$ cat src/crb_pkg.sv
// Shared types, character codes and decode functions for the CIGAR boundary extractor.
package crb_pkg;

    // Field widths.
    localparam int unsigned ByteW  = 8;
    localparam int unsigned StartW = 31;
    localparam int unsigned PosW   = 32;
    localparam int unsigned LenW   = 28;
    localparam int unsigned CountW = 4;

    // Stream data widths, packed and padded to whole bytes.
    localparam int unsigned InDataW  = 40;
    localparam int unsigned OutDataW = 40;

    localparam logic [LenW-1:0] LenMax = {LenW{1'b1}};
    localparam logic [PosW-1:0] PosMax = {PosW{1'b1}};

    // ASCII codes of the operation letters and the digit range.
    localparam logic [ByteW-1:0] ChDigit0 = 8'h30;
    localparam logic [ByteW-1:0] ChDigit9 = 8'h39;
    localparam logic [ByteW-1:0] ChM      = 8'h4D;
    localparam logic [ByteW-1:0] ChMLower = 8'h6D;
    localparam logic [ByteW-1:0] ChEq     = 8'h3D;
    localparam logic [ByteW-1:0] ChX      = 8'h58;
    localparam logic [ByteW-1:0] ChN      = 8'h4E;
    localparam logic [ByteW-1:0] ChD      = 8'h44;
    localparam logic [ByteW-1:0] ChI      = 8'h49;
    localparam logic [ByteW-1:0] ChS      = 8'h53;
    localparam logic [ByteW-1:0] ChH      = 8'h48;
    localparam logic [ByteW-1:0] ChP      = 8'h50;

    // Running per-read parser state.
    typedef struct packed {
        logic [PosW-1:0]   pos;
        logic [LenW-1:0]   len;
        logic [CountW-1:0] ops;
        logic [CountW-1:0] bnd;
        logic              err;
    } t_state;

    // One input item.
    typedef struct packed {
        logic [ByteW-1:0]  cigar_byte;
        logic [StartW-1:0] read_start;
        logic              first_of_read;
        logic              last_of_read;
    } t_item;

    // One result item.
    typedef struct packed {
        logic              boundary_valid;
        logic [PosW-1:0]   boundary_position;
        logic [CountW-1:0] boundary_index;
        logic              end_of_read;
        logic              malformed;
    } t_result;

    function automatic logic is_digit(input logic [ByteW-1:0] c);
        return (c >= ChDigit0) && (c <= ChDigit9);
    endfunction

    function automatic logic moves_ref(input logic [ByteW-1:0] c);
        return (c == ChM) || (c == ChMLower) || (c == ChEq) ||
               (c == ChX) || (c == ChN) || (c == ChD);
    endfunction

    function automatic logic is_op(input logic [ByteW-1:0] c);
        return moves_ref(c) || (c == ChI) || (c == ChS) || (c == ChH) || (c == ChP);
    endfunction

endpackage

$ cat src/crb_step.sv
// Next-state and result logic for one CIGAR byte.
module crb_step #(
    parameter int unsigned MAX_OPS = 10
) (
    input  crb_pkg::t_state  i_state,
    input  crb_pkg::t_item   i_item,
    output crb_pkg::t_state  o_state,
    output crb_pkg::t_result o_result,
    output logic             o_emit
);

    localparam logic [crb_pkg::CountW-1:0] OpsLimit = crb_pkg::CountW'(MAX_OPS);

    crb_pkg::t_state             eff;
    crb_pkg::t_state             nxt;
    logic [crb_pkg::PosW-1:0]    len_wide;
    logic [crb_pkg::PosW-1:0]    len_times_ten;
    logic [crb_pkg::PosW:0]      pos_sum;
    logic                        boundary;

    // A first byte restarts the read from its start position.
    always_comb begin
        if (i_item.first_of_read) begin
            eff     = '0;
            eff.pos = {1'b0, i_item.read_start};
        end else begin
            eff = i_state;
        end
    end

    // Decimal accumulate and saturating reference add.
    assign len_wide      = {{(crb_pkg::PosW - crb_pkg::LenW){1'b0}}, eff.len};
    assign len_times_ten = (len_wide << 3) + (len_wide << 1)
                         + {{(crb_pkg::PosW - 4){1'b0}}, i_item.cigar_byte[3:0]};
    assign pos_sum       = {1'b0, eff.pos} + {1'b0, len_wide};

    // Byte classification and state update.
    always_comb begin
        nxt      = eff;
        boundary = 1'b0;
        if (crb_pkg::is_digit(i_item.cigar_byte)) begin
            if (len_times_ten[crb_pkg::PosW-1:crb_pkg::LenW] != '0) begin
                nxt.len = crb_pkg::LenMax;
                nxt.err = 1'b1;
            end else begin
                nxt.len = len_times_ten[crb_pkg::LenW-1:0];
            end
        end else if (crb_pkg::is_op(i_item.cigar_byte)) begin
            if (eff.ops >= OpsLimit) begin
                nxt.err = 1'b1;
            end else begin
                nxt.ops = eff.ops + crb_pkg::CountW'(1);
                if (crb_pkg::moves_ref(i_item.cigar_byte)) begin
                    nxt.pos  = pos_sum[crb_pkg::PosW] ? crb_pkg::PosMax
                                                      : pos_sum[crb_pkg::PosW-1:0];
                    nxt.bnd  = eff.bnd + crb_pkg::CountW'(1);
                    boundary = 1'b1;
                end
            end
            nxt.len = '0;
        end else begin
            // Unknown byte: flag it and keep any pending length.
            nxt.err = 1'b1;
        end
    end

    // The result reflects the state after the byte; a dangling length is dropped at the end.
    always_comb begin
        o_state = nxt;
        if (i_item.last_of_read) begin
            o_state.len = '0;
        end
        o_result.boundary_valid    = boundary;
        o_result.boundary_position = nxt.pos;
        o_result.boundary_index    = nxt.bnd;
        o_result.end_of_read       = i_item.last_of_read;
        o_result.malformed         = nxt.err;
        o_emit                     = boundary || i_item.last_of_read;
    end

endmodule

$ cat src/cigar_reference_boundaries.sv
// Top level of the CIGAR reference-boundary extractor: input register, parser state, result register.
// The block takes one CIGAR character per transfer and can accept a new character every cycle.
// Each character is held in the input register; its length accumulate, saturating
// reference add and result selection then complete combinationally into the parser state
// and the result register, from which a boundary is presented on the output. The input side
// stalls only while the result register is full and not being taken and the waiting
// character would produce a result.
module cigar_reference_boundaries #(
    parameter int unsigned MAX_OPS = 10
) (
    input  logic                         i_clk,
    input  logic                         i_rst_n,
    input  logic                         i_s_tvalid,
    output logic                         o_s_tready,
    // [7:0] cigar_byte, [38:8] read_start, [39] zero pad
    input  logic [crb_pkg::InDataW-1:0]  i_s_tdata,
    // [0] first_of_read
    input  logic                         i_s_tuser,
    // last_of_read
    input  logic                         i_s_tlast,
    output logic                         o_m_tvalid,
    input  logic                         i_m_tready,
    // [31:0] boundary_position, [35:32] boundary_index, [39:36] zero pad
    output logic [crb_pkg::OutDataW-1:0] o_m_tdata,
    // [0] boundary_valid, [1] malformed
    output logic [1:0]                   o_m_tuser,
    // end_of_read
    output logic                         o_m_tlast
);

    logic             r_in_valid;
    crb_pkg::t_item   r_item;
    crb_pkg::t_state  r_state;
    crb_pkg::t_state  n_state;
    logic             r_out_valid;
    crb_pkg::t_result r_result;
    crb_pkg::t_result n_result;
    logic             emit;
    logic             advance;

    crb_step #(
        .MAX_OPS (MAX_OPS)
    ) u_step (
        .i_state  (r_state),
        .i_item   (r_item),
        .o_state  (n_state),
        .o_result (n_result),
        .o_emit   (emit)
    );

    // The held character moves on when its result, if any, has room.
    assign advance    = r_in_valid && (!emit || !r_out_valid || i_m_tready);
    assign o_s_tready = !r_in_valid || advance;

    // Control registers.
    always_ff @(posedge i_clk) begin
        if (!i_rst_n) begin
            r_in_valid  <= 1'b0;
            r_out_valid <= 1'b0;
            r_state     <= '0;
        end else begin
            if (o_s_tready) begin
                r_in_valid <= i_s_tvalid;
            end
            if (advance) begin
                r_state <= n_state;
            end
            if (advance && emit) begin
                r_out_valid <= 1'b1;
            end else if (i_m_tready) begin
                r_out_valid <= 1'b0;
            end
        end
    end

    // Payload registers.
    always_ff @(posedge i_clk) begin
        if (o_s_tready && i_s_tvalid) begin
            r_item.cigar_byte    <= i_s_tdata[crb_pkg::ByteW-1:0];
            r_item.read_start    <= i_s_tdata[crb_pkg::ByteW +: crb_pkg::StartW];
            r_item.first_of_read <= i_s_tuser;
            r_item.last_of_read  <= i_s_tlast;
        end
        if (advance && emit) begin
            r_result <= n_result;
        end
    end

    // Output stream.
    assign o_m_tvalid = r_out_valid;
    assign o_m_tdata  = {{(crb_pkg::OutDataW - crb_pkg::PosW - crb_pkg::CountW){1'b0}},
                         r_result.boundary_index, r_result.boundary_position};
    assign o_m_tuser  = {r_result.malformed, r_result.boundary_valid};
    assign o_m_tlast  = r_result.end_of_read;

    // A result that does not end the read must carry a boundary.
    a_result_has_reason: assert property (@(posedge i_clk) disable iff (!i_rst_n)
        (o_m_tvalid && !o_m_tlast) |-> o_m_tuser[0])
        else $error("result without boundary or end of read");

    // Boundary numbering starts at one.
    a_index_nonzero: assert property (@(posedge i_clk) disable iff (!i_rst_n)
        (o_m_tvalid && o_m_tuser[0]) |-> (o_m_tdata[35:32] != '0))
        else $error("boundary carries index zero");

    // The counted operations never pass the limit.
    a_ops_limit: assert property (@(posedge i_clk) disable iff (!i_rst_n)
        r_state.ops <= crb_pkg::CountW'(MAX_OPS))
        else $error("operation count beyond limit");

    // Every boundary belongs to a counted operation.
    a_bnd_le_ops: assert property (@(posedge i_clk) disable iff (!i_rst_n)
        r_state.bnd <= r_state.ops)
        else $error("more boundaries than operations");

endmodule
$ cat config.mk
export PLATFORM = sky130hd
export DESIGN_NAME = cigar_reference_boundaries
export DESIGN_NICKNAME = d
export VERILOG_FILES = /design/src/crb_pkg.sv /design/src/crb_step.sv /design/src/cigar_reference_boundaries.sv
export SDC_FILE = /design/constraint.sdc
export NUM_CORES = 1
export LEC_CHECK = 0
export BUFFER_PORTS_ARGS = -buffer_cell sky130_fd_sc_hd__buf_2
export CAP_MARGIN = 10
export CORE_MARGIN = 1.5
export CORE_UTILIZATION = 45
export DETAILED_ROUTE_END_ITERATION = 10
export PLACE_DENSITY = 0.61
export SLEW_MARGIN = 20
export SYNTH_ARGS = -nofsm -noshare
export SYNTH_HDL_FRONTEND = slang
export SYNTH_SLANG_ARGS = --single-unit
export TNS_END_PERCENT = 50
$ cat constraint.sdc
create_clock -name i_clk -period 11.3 [get_ports i_clk]
set_input_delay 0.565 -clock i_clk [delete_from_list [all_inputs] [get_ports i_clk]]
set_output_delay 0.565 -clock i_clk [all_outputs]
set_load 0.01 [all_outputs]
* After elaboration in Yosys (flattened, before gate mapping)
Cells that the tools add are included.
Cells by class: $add $sub $neg 5, multipliers 0, div/mod/pow operators 0, $lt $le $gt $ge 3, equal/unequal tests 10, shifts and indexed selects 0, mux-type cells 22, bitwise logic cells 0, reductions and logical operators 22
Operator list (number):
- 2-to-1 mux 32 bit | 4
- 2-to-1 mux 28 bit | 3
- equality test 8 x 7 -> 1 bit (second input constant) | 9
- 2-to-1 mux 69 bit | 1
- 2-to-1 mux 68 bit | 1
- adder 32 x 28 -> 33 bit | 1
- adder 31 x 29 -> 32 bit | 1
- adder 32 x 4 -> 32 bit | 1
- 2-to-1 mux 8 bit | 2
- logical OR 1 bit | 13
- 2-to-1 mux 1 bit | 10
- adder 4 x 1 -> 4 bit (second input constant) | 2
- equality test 8 x 6 -> 1 bit (second input constant) | 1
- >= comparator 8 x 6 -> 1 bit (second input constant) | 1
- less-or-equal comparator 8 x 6 -> 1 bit (second input constant) | 1
- >= comparator 4 bit (second input constant) | 1
- logical AND 1 bit | 4
- 2-to-1 mux 4 bit | 1
- nonzero test 4 bit | 1
- logical NOT 1 bit | 3
- nonzero test 2 bit | 1
Storage, ports and cells: register bits 151, bits in latches 0, bits in writable memories 0, bits in read-only memories 0, bits of input ports 46, output and inout bits 45, word-level logic and storage cells 78, memories kept 0

* Depth between registers and ports, before layout
Gate-level depths: netlist (run 1).
depth in word-level cells 19, mapped depth 16, depth with buffers taken out 14

* By module
Synthesis (run 1) repeated with hierarchy kept, for this count alone.
Unflattened totals: cells, all modules 1185, area, all modules 11080.6 um^2
By module, submodules not included:
- crb_step | instances 1, cells each 789, area each 5662.9 um^2, sequential area each 0.0 um^2
- cigar_reference_boundaries | instances 1, cells each 396, area each 5417.7 um^2, sequential area each 3823.7 um^2

* Worst setup path before layout (run 1)
Ideal clock, no wire load.
path type reg2reg, start register r_item[1] in the netlist's numbering, end register r_result (netlist bit o_m_tdata[0]) (enable), library setup time 448 ps, arrival 4543 ps, data required time 10852 ps, path slack 6308 ps, stages on the path, launching flop included 12, buffers on the path 4, clock period less this slack 4992 ps, cells stage by stage edfxtp_1 -> clkbuf_1 -> clkbuf_1 -> buf_1 -> nor2b_1 -> ha_1 -> nor3_1 -> nor3b_1 -> or3_1 -> a21o_1 -> clkbuf_1 -> a21oi_1
Between the ends: longest elaborated chain between the ends 11
RTL lines:
- start: declaration | RTL line cigar_reference_boundaries.sv:32 | crb_pkg::t_item r_item;
- 2-to-1 mux 69 bit * | RTL line crb_step.sv:23 | if (i_item.first_of_read) begin
- >= comparator 4 bit * | RTL line crb_step.sv:49 | if (eff.ops >= OpsLimit) begin
- 2-to-1 mux 1 bit * | RTL line crb_step.sv:49
- 2-to-1 mux 1 bit * | RTL line crb_step.sv:48 | end else if (crb_pkg::is_op(i_item.cigar_byte)) begin
- 2-to-1 mux 1 bit * | RTL line crb_step.sv:41 | if (crb_pkg::is_digit(i_item.cigar_byte)) begin
- logical OR 1 bit * | RTL line crb_step.sv:78 | o_emit = boundary || i_item.last_of_read;
- logical NOT 1 bit | RTL line cigar_reference_boundaries.sv:52 | assign advance = r_in_valid && (!emit || !r_out_valid || i_m_tready);
- logical OR 1 bit (2 in series) | RTL line cigar_reference_boundaries.sv:52
- logical AND 1 bit | RTL line cigar_reference_boundaries.sv:52
- logical AND 1 bit * | RTL line cigar_reference_boundaries.sv:84 | if (advance && emit) begin
- end signal: assignment | RTL line cigar_reference_boundaries.sv:85 | r_result <= n_result;
- end: declaration | RTL line cigar_reference_boundaries.sv:36 | crb_pkg::t_result r_result;
Mark *: on every way between the ends. The rest lies on a longest branch, timed or not. A chain may end at the register's enable or synchronous reset.

==> out/qor.txt, run 1 <==
Sequential area share after synthesis: 0.369
Worst vdd ir: 0.0842 mV
Largest family of logic cells by synthesized area: compound AO/OA/AOI/OAI gates
Finished Layout Cells: 1512
Ys async rst share: 0
XOR/XNOR Fraction of Synth Area: 0.0380
Initial antenna violation count: 0
Met1 usage: 0.310
Synth top area share: 0.232
Area growth syn-to-layout: 12.1%
Met2 GRT Util: 0.381
Via Count: 8833
Die Y: 155 microns
Die Area: 24000 sq um
Most common cell in the netlist: nand2_1
CTS tree: yes
Area after DPL: 11000 sq um
Sequential share of power: 0.459
Syn Std Cell Area: 10400 sq um
Finish-stage setup viols: 0
Adder-cell area share of the yosys netlist: 0.108
Worst Path Max Fanout: 66
Wirelength per Cell: 18.0 microns
Met3 Use GR: 0.0350
RSZ-0062 raised after global routing: no
I/O Buffers: 85
Fin. max-slew vios: 0
Width of the die: 155 microns
Number of remaining DRC errors: 0
Syn_area_per_cell: 8.94 sq um
Final hold vios: 0
MaxCap Viol Count: 0
Reg2Reg Setup Slack: 5.48 ns
# diodes: 0
Vias per inst: 5.84
CTS H-Tree Depth: 4
Layout cell share with drive strength beyond 1: 0.140
Yosys warns: 0
Final setup TNS: 0 ns
Max_slew headroom: 0.390
Placed cells: 1481
Total CTS buffers: 17
Total GRT Usage: 0.229
Seq cells post-synth: 151
Status: complete, no violations
Pin count of the biggest net entering global routing: 67
Core Box Area: 22600 sq um
Int Pwr: 1.02 mW
Number of I/O pins: 91
Skew final: 0.0114 ns
Final Critical Period: 5.82 ns
Hold Crit Depth: 1
Compound-Gate Fraction of Synth Area: 0.225
CTS root buf: clkbuf_16
Worst Max-Slew Pin Slew: 0.916 ns
DR iter-0 viols: 506
Finished Cell Area: 11600 sq um
Net Switching: 312 uW
Synth Area in Simple Gates: 0.186
Clock share of power: 0.447
Crit. End Element: flip-flop
Pwr Total: 1.33 mW
Sw Share: 0.234
Clk sink count: 151
Leak Pwr: 4.82 nW
Hold crit path type: in -> reg
Library cells used by synthesis: 80
Final period utilization: 0.515
Mapped Cells: 1160
Setup bufs post-CTS: 0
Final antenna-violating net count: 0
RePlAce Congestion: 0.890
Post-CTS sizing: 0
Post-synth top cells: nand2_1, nor2_1, o21ai_0, ha_1, a21oi_1
Startpoint Class: flip-flop
Total overflow reported by the global router: 0
Reg clk slew, reported paths: 0.06 ns
Reg2reg end: o_m_tuser[1]$_DFFE_PP_
Post-synth EDFFs: 80
Global-route wire length before repair: 43300 microns
R2R cell count: 15
DP Wirelength: 19700 microns
GRT Max-Usage Layer: met2
Initial Util: 0.458
WHS Endpoint: r_item[5]$_DFFE_PP_
RR Startpoint: r_item[1]$_DFFE_PP_
Ys flop type: edfxtp_1
Synth area leaders: edfxtp_1, dfxtp_1, ha_1, nand2_1, o21ai_0
Hold Buf Count CTS: 0
# rows: 55
Clk_lat worst skew: 0.43 ns
Mux cell area share after synthesis: 0.0381
CTS max path bufs: 2
Worst hold start: i_s_tdata[11]
Critical path required time: 11.43 ns
Gate power share: 0.094
Nets@finish: 1349
Fmax: 172 MHz
Critical Path AT: 5.96 ns
Pwr per Cell Area: 115 nW/um^2
Drt total wl: 27200 microns
Core Util, Final: 0.513
CP Class: reg -> reg
Vias in the first global route: 8290
DRT Pass-1 Iters: 5
Leading area contributor after synthesis: edfxtp_1
[cell type report]
cell class / count / area, sq um
clock buffer: 19 / 443
clock inverter: 12 / 174
fill: 2128 / 11000
inverter: 27 / 101
multi-input combinational: 921 / 6200
sequential: 151 / 3820
tap: 285 / 357
timing repair buffer: 97 / 515
[power by group through the flow]
stage                     Clock, mW  Combinational, mW  Sequential (mW)
after floorplan                   0             0.0859            0.623
after global placement            0              0.124            0.623
after detailed placement          0              0.125            0.623
after CTS                     0.607              0.126            0.612
after global routing          0.630              0.139            0.614
final                         0.597              0.126            0.612
[worst max-delay path, stage by stage (launching register included)]
cell       delay (ns)
edfxtp_1         0.72
buf_4            0.73
nand2b_1         0.25
inv_1            0.15
xnor2_1          0.16
ha_1             0.32
fa_1             0.49
a211o_1          0.35
nor4bb_1         0.15
nor2_1           0.36
a21oi_1          0.24
a21boi_0         0.42
o2bb2ai_1        0.13
buf_4            0.23
nor3_1           0.67
o22ai_1          0.13
[sequential cells by signal, summed over array words and instances, names as in the netlist]
name        count
r_state        69
o_m_tuser       2
r_item         41
o_m_tdata      36
r_in_valid      1
o_m_tvalid      1
o_m_tlast       1
[worst max-delay path by stage]
stage,start,end,slack [ns],depth (start not counted)
global placement,r_item[1]$_DFFE_PP_,o_m_tuser[1]$_DFFE_PP_,5.65,15
CTS,r_item[1]$_DFFE_PP_,o_m_tuser[1]$_DFFE_PP_,5.53,15
finish,r_item[1]$_DFFE_PP_,o_m_tuser[1]$_DFFE_PP_,5.48,15
detailed placement,r_item[1]$_DFFE_PP_,o_m_tuser[1]$_DFFE_PP_,5.62,15
global route,r_item[1]$_DFFE_PP_,o_m_tuser[1]$_DFFE_PP_,5.16,15
floorplan,r_item[1]$_DFFE_PP_,o_m_tdata[0]$_DFFE_PP_,6.31,11
[kinds of logic (layout without fill, tap and decap cells)]
kind of cell    Yosys count  in the layout
simple gates            397            397
flops                   151            151
fa+ha+maj                88             88
mux                      36             36
buf+inv                  91            155
other cells               1              4
xor+xnor                 45             45
compound gates          351            351
[per-stage QoR]
stage	setup slack, ns	hold WS [ns]
after floorplan	6.31	0.417
after global placement	5.65	0.426
after detailed placement	5.62	0.434
after CTS	5.53	0.300
after global routing	5.16	0.292
final	5.48	0.310
[cells in the final DEF (no fill, tap or decap), types with 24 or more instances in the layout]
cell      netlist  final
ha_1           86     86
mux2_2         28     28
a21o_1         24     24
buf_2           9     85
nor2b_1        34     33
dfxtp_1        71     71
o21ai_0        92     92
nor2_1         93     93
nand3_1        25     25
a21oi_1        83     82
xnor2_1        32     32
edfxtp_1       80     80
nor4_1         26     25
nand2_1       125    125
inv_1          26     26
[metal layers]
metal / vias up / routed length (microns)
li1: 4444 / -
met1: 4166 / 12900
met2: 191 / 12800
met3: 32 / 1010
met4: 0 / 538
met5: - / 0
Power figures use the tool's default switching activity.
==> inputs of run 2 (changes only) <==
--- a/config.mk
+++ b/config.mk
@@ -5,6 +5,7 @@
 export SDC_FILE = /design/constraint.sdc
 export NUM_CORES = 1
 export LEC_CHECK = 0
+export ABC_AREA = 1
 export BUFFER_PORTS_ARGS = -buffer_cell sky130_fd_sc_hd__buf_2
 export CAP_MARGIN = 10
 export CORE_MARGIN = 1.5
==> constraint.sdc (replaced) <==
create_clock -name i_clk -period 5.94 [get_ports i_clk]
set_input_delay 0.297 -clock i_clk [delete_from_list [all_inputs] [get_ports i_clk]]
set_output_delay 0.297 -clock i_clk [all_outputs]
set_load 0.01 [all_outputs]
==> run 2 against run 1 <==
  * Non-clock buffer count decreased by 2
  * Utilization about the same
  * Clock power increased by 79%
  * Wire length increased by 13%
  * Cell count increased by 36%
  * Setup slack got worse by 3.9 ns
  * Power increased by 92%
  * Maximum frequency increased by 33%
  * Die area increased by 9.2%
  * Critical path type unchanged
  * Highest routed layer unchanged
==> out/qor.txt, run 2 <==
Status: complete, no violations
Initial antenna violation count: 0 (unchanged)
Fin. max-slew vios: 0 (unchanged)
Reg2reg end: o_m_tuser[1]$_DFFE_PP_
MaxCap Viol Count: 0 (unchanged)
Setup bufs post-CTS: 0 (unchanged)
Synth area leaders: edfxtp_1, nand2_1, dfxtp_1, ha_1, inv_1
Finished Cell Area: 12600 sq um (+8.4%)
Worst Path Max Fanout: 41 (-38%)
CP Depth: 16 (+1)
Drt total wl: 30800 microns (+13%)
Nets@finish: 1859 (+38%)
Sequential share of power: 0.458 (about the same)
DR iter-0 viols: 694 (+37%)
Gate power share: 0.124 (+0.030)
# diodes: 0 (unchanged)
Mapped Cells: 1657 (+43%)
RR Startpoint: r_item[1]$_DFFE_PP_
Critical path startpoint: r_item[1]$_DFFE_PP_
Wirelength per Cell: 15.0 microns (-17%)
Final hold vios: 0 (unchanged)
Number of remaining DRC errors: 0 (unchanged)
Int Pwr: 1.83 mW (+79%)
Startpoint Class: flip-flop
Vias per inst: 5.04 (-14%)
Top cell by count, worst path: nand3_1
Number of flip-flops in the largest register: 69 (unchanged)
Width of the die: 162 microns (+4.5%)
Number of I/O pins: 91 (unchanged)
Largest delay contributor family on the critical path: simple AND/OR/NAND/NOR gates
Clock share of power: 0.417 (-0.030)
Net Switching: 734 uW (+140%)
Syn_area_per_cell: 6.84 sq um (-23%)
Commonest non-fill, non-tap cell in the layout: nand2_1
Yosys warns: 0 (unchanged)
Worst vdd ir: 0.143 mV (+70%)
Routed met1 length: 15200 microns (+17%)
Most common cell in the netlist: nand2_1
Total overflow reported by the global router: 0 (unchanged)
DRT Pass-1 Iters: 5 (unchanged)
Sequential area share after synthesis: 0.337 (-0.0317)
Synth top area share: 0.212 (-0.0199)
Syn Std Cell Area: 11300 sq um (+9.4%)
Final antenna-violating net count: 0 (unchanged)
Pwr per Cell Area: 203 nW/um^2 (+77%)
Die Area: 26200 sq um (+9.2%)
Top Metal Used: met4
DP Wirelength: 23600 microns (+20%)
Die Y: 162 microns (+4.5%)
Initial Util: 0.462 (+0.00440)
Sw Share: 0.287 (+0.0531)
Area growth syn-to-layout: 11.1%
Met2 wire len: 13600 microns (+6.6%)
CTS max path bufs: 2 (unchanged)
Post-synth top cells: nand2_1, inv_1, nor2_1, a21oi_1, ha_1
RePlAce Congestion: 0.911 (+2.4%)
Core Box Area: 24500 sq um (+8.4%)
# rows: 57 (+3.6%)
R2R cell count: 16 (+1)
Leak Pwr: 6.21 nW (+29%)
Leading area contributor after synthesis: edfxtp_1
Ys flop type: edfxtp_1
Ys async rst share: 0 (unchanged)
Via Count: 10400 (+18%)
Clk sink count: 151 (unchanged)
Hold Buf Count CTS: 0 (unchanged)
Worst Path Buf+Inv: 2 (-1)
Layout cell share with drive strength beyond 1: 0.0921 (-0.0481)
Hold crit path type: in -> reg
Worst path cell trace: buf_4, nor2_1, ha_1, ha_1, fa_1, nand3_1, nand3_1, nand3_1, nand3_1, nand2_1, nand2_1, nand2_1, nand2_1, inv_2, nand3_1, a22o_1
Seq cells post-synth: 151 (unchanged)
Total GRT Usage: 0.243 (+0.0136)
Post-CTS sizing: 0 (unchanged)
Post-synth EDFFs: 80 (unchanged)
CTS tree: yes
Largest stage delay on the critical path: 0.52 ns (-0.21 ns)
Max_slew headroom: 0.474 (+0.0847)
Final setup TNS: 0 ns (unchanged)
Skew final: 0.0137 ns (+0.00224 ns)
I/O Buffers: 85 (unchanged)
Critical Path AT: 4.53 ns (-1.43 ns)
Finish-stage setup viols: 0 (unchanged)
Fmax: 229 MHz (+33%)
Reg2Reg Setup Slack: 1.58 ns (-3.90 ns)
Crit. End Element: flip-flop
Reg with most FFs: r_state
Worst setup path endpoint: o_m_tuser[1]$_DFFE_PP_
Worst Max-Slew Pin Slew: 0.780 ns (-0.135 ns)
Pwr Total: 2.56 mW (+92%)
CP max-delay cell: nor2_1
Most frequent cells in the layout: nand2_1, inv_1, nor2_1
CTS root buf: clkbuf_16
Vias in the first global route: 9814 (+18%)
CTS H-Tree Depth: 4 (unchanged)
RSZ-0062 raised after global routing: no
WL met3: 1460 microns (+45%)
Total CTS buffers: 17 (unchanged)
Final period utilization: 0.734 (+0.219)
Final Critical Period: 4.36 ns (-1.46 ns)
Reg clk slew, reported paths: 0.07 ns (about the same)
Library cells used by synthesis: 47 (-41%)
Pin count of the biggest net entering global routing: 73 (+9.0%)
Critical path required time: 6.11 ns (-5.32 ns)
Global-route wire length before repair: 50200 microns (+16%)
Clk_lat worst skew: 0.43 ns (about the same)
CP Class: reg -> reg
Area after DPL: 12000 sq um (+9.2%)
==> run 2: changes by cell type after synthesis, sizes merged, moves of 25 or more <==
cell,before,now
nand2,125,444
inv,26,289
nor2,93,195
nand3,25,72
nand4,3,49
nor2b,34,0
mux2,28,0
clkbuf,49,23
a21oi,84,109
==> run 2: how the worst min path moves through the flow <==
stage | start | endpoint | slack [ns] | cells past startpoint
after floorplan | i_s_tlast | r_item[0]$_DFFE_PP_ | 0.40 | 0
after CTS | i_s_tdata[5] | r_item[38]$_DFFE_PP_ | 0.02 | 1
after global routing | i_s_tdata[5] | r_item[38]$_DFFE_PP_ | 0.02 | 1
after global placement | r_state[4]$_SDFFE_PN0P_ | r_state[4]$_SDFFE_PN0P_ | 0.45 | 2
after detailed placement | r_item[0]$_DFFE_PP_ | o_m_tlast$_DFFE_PP_ | 0.45 | 0
final | i_s_tdata[5] | r_item[38]$_DFFE_PP_ | 0.04 | 1
==> run 2: power groups by stage <==
stage	clock (mW)	sequential (mW)	combinational, mW
after floorplan	0	1.20	0.226
after CTS	1.09	1.17	0.318
after global routing	1.13	1.18	0.362
final	1.07	1.17	0.319
after detailed placement	0	1.20	0.316
after global placement	0	1.20	0.312
==> run 2: cells by family after synthesis <==
logic type      count (synthesis)  share of synthesized area
flops                         151                      0.337
simple gates                  795                      0.294
xor+xnor                       40                     0.0309
buf+inv                       339                      0.118
mux                            18                     0.0159
other cells                     1                   0.000331
compound gates                225                      0.105
fa+ha+maj                      88                     0.0984
==> run 2: worst reg2reg max path: stages (launching register included) <==
cell and delay, ns:
edfxtp_1 0.38, buf_4 0.31, nor2_1 0.52, ha_1 0.34, ha_1 0.26, fa_1 0.48
nand3_1 0.12, nand3_1 0.20, nand3_1 0.13, nand3_1 0.20, nand2_1 0.16, nand2_1 0.07
nand2_1 0.06, nand2_1 0.06, inv_2 0.38, nand3_1 0.18, a22o_1 0.25
==> run 2: routing by layer <==
metal,vias up,global-route usage
met1,4646,0.336
met4,0,0.0705
met5,-,0
met2,265,0.392
li1,5450,-
met3,35,0.0363
==> run 2: metrics by stage <==
stage,worst slack [ns],utilization,instances,hold slack (ns)
floorplan,2.41,-,1660,0.396
global placement,1.68,0.489,2029,0.447
detailed placement,1.61,0.489,2029,0.453
CTS,1.58,0.513,2061,0.0210
global route,1.25,0.513,2062,0.0183
finish,1.58,0.513,2062,0.0373
==> run 2: area by class of cell <==
class                           instances  area, sq um
Clock buffer                           18          439
Clock inverter                         14          135
Fill cell                            2531        11900
Inverter                              290         1090
Multi-Input combinational cell       1170         6200
Sequential cell                       151         3820
Tap cell                              324          405
Timing Repair Buffer                   95          504
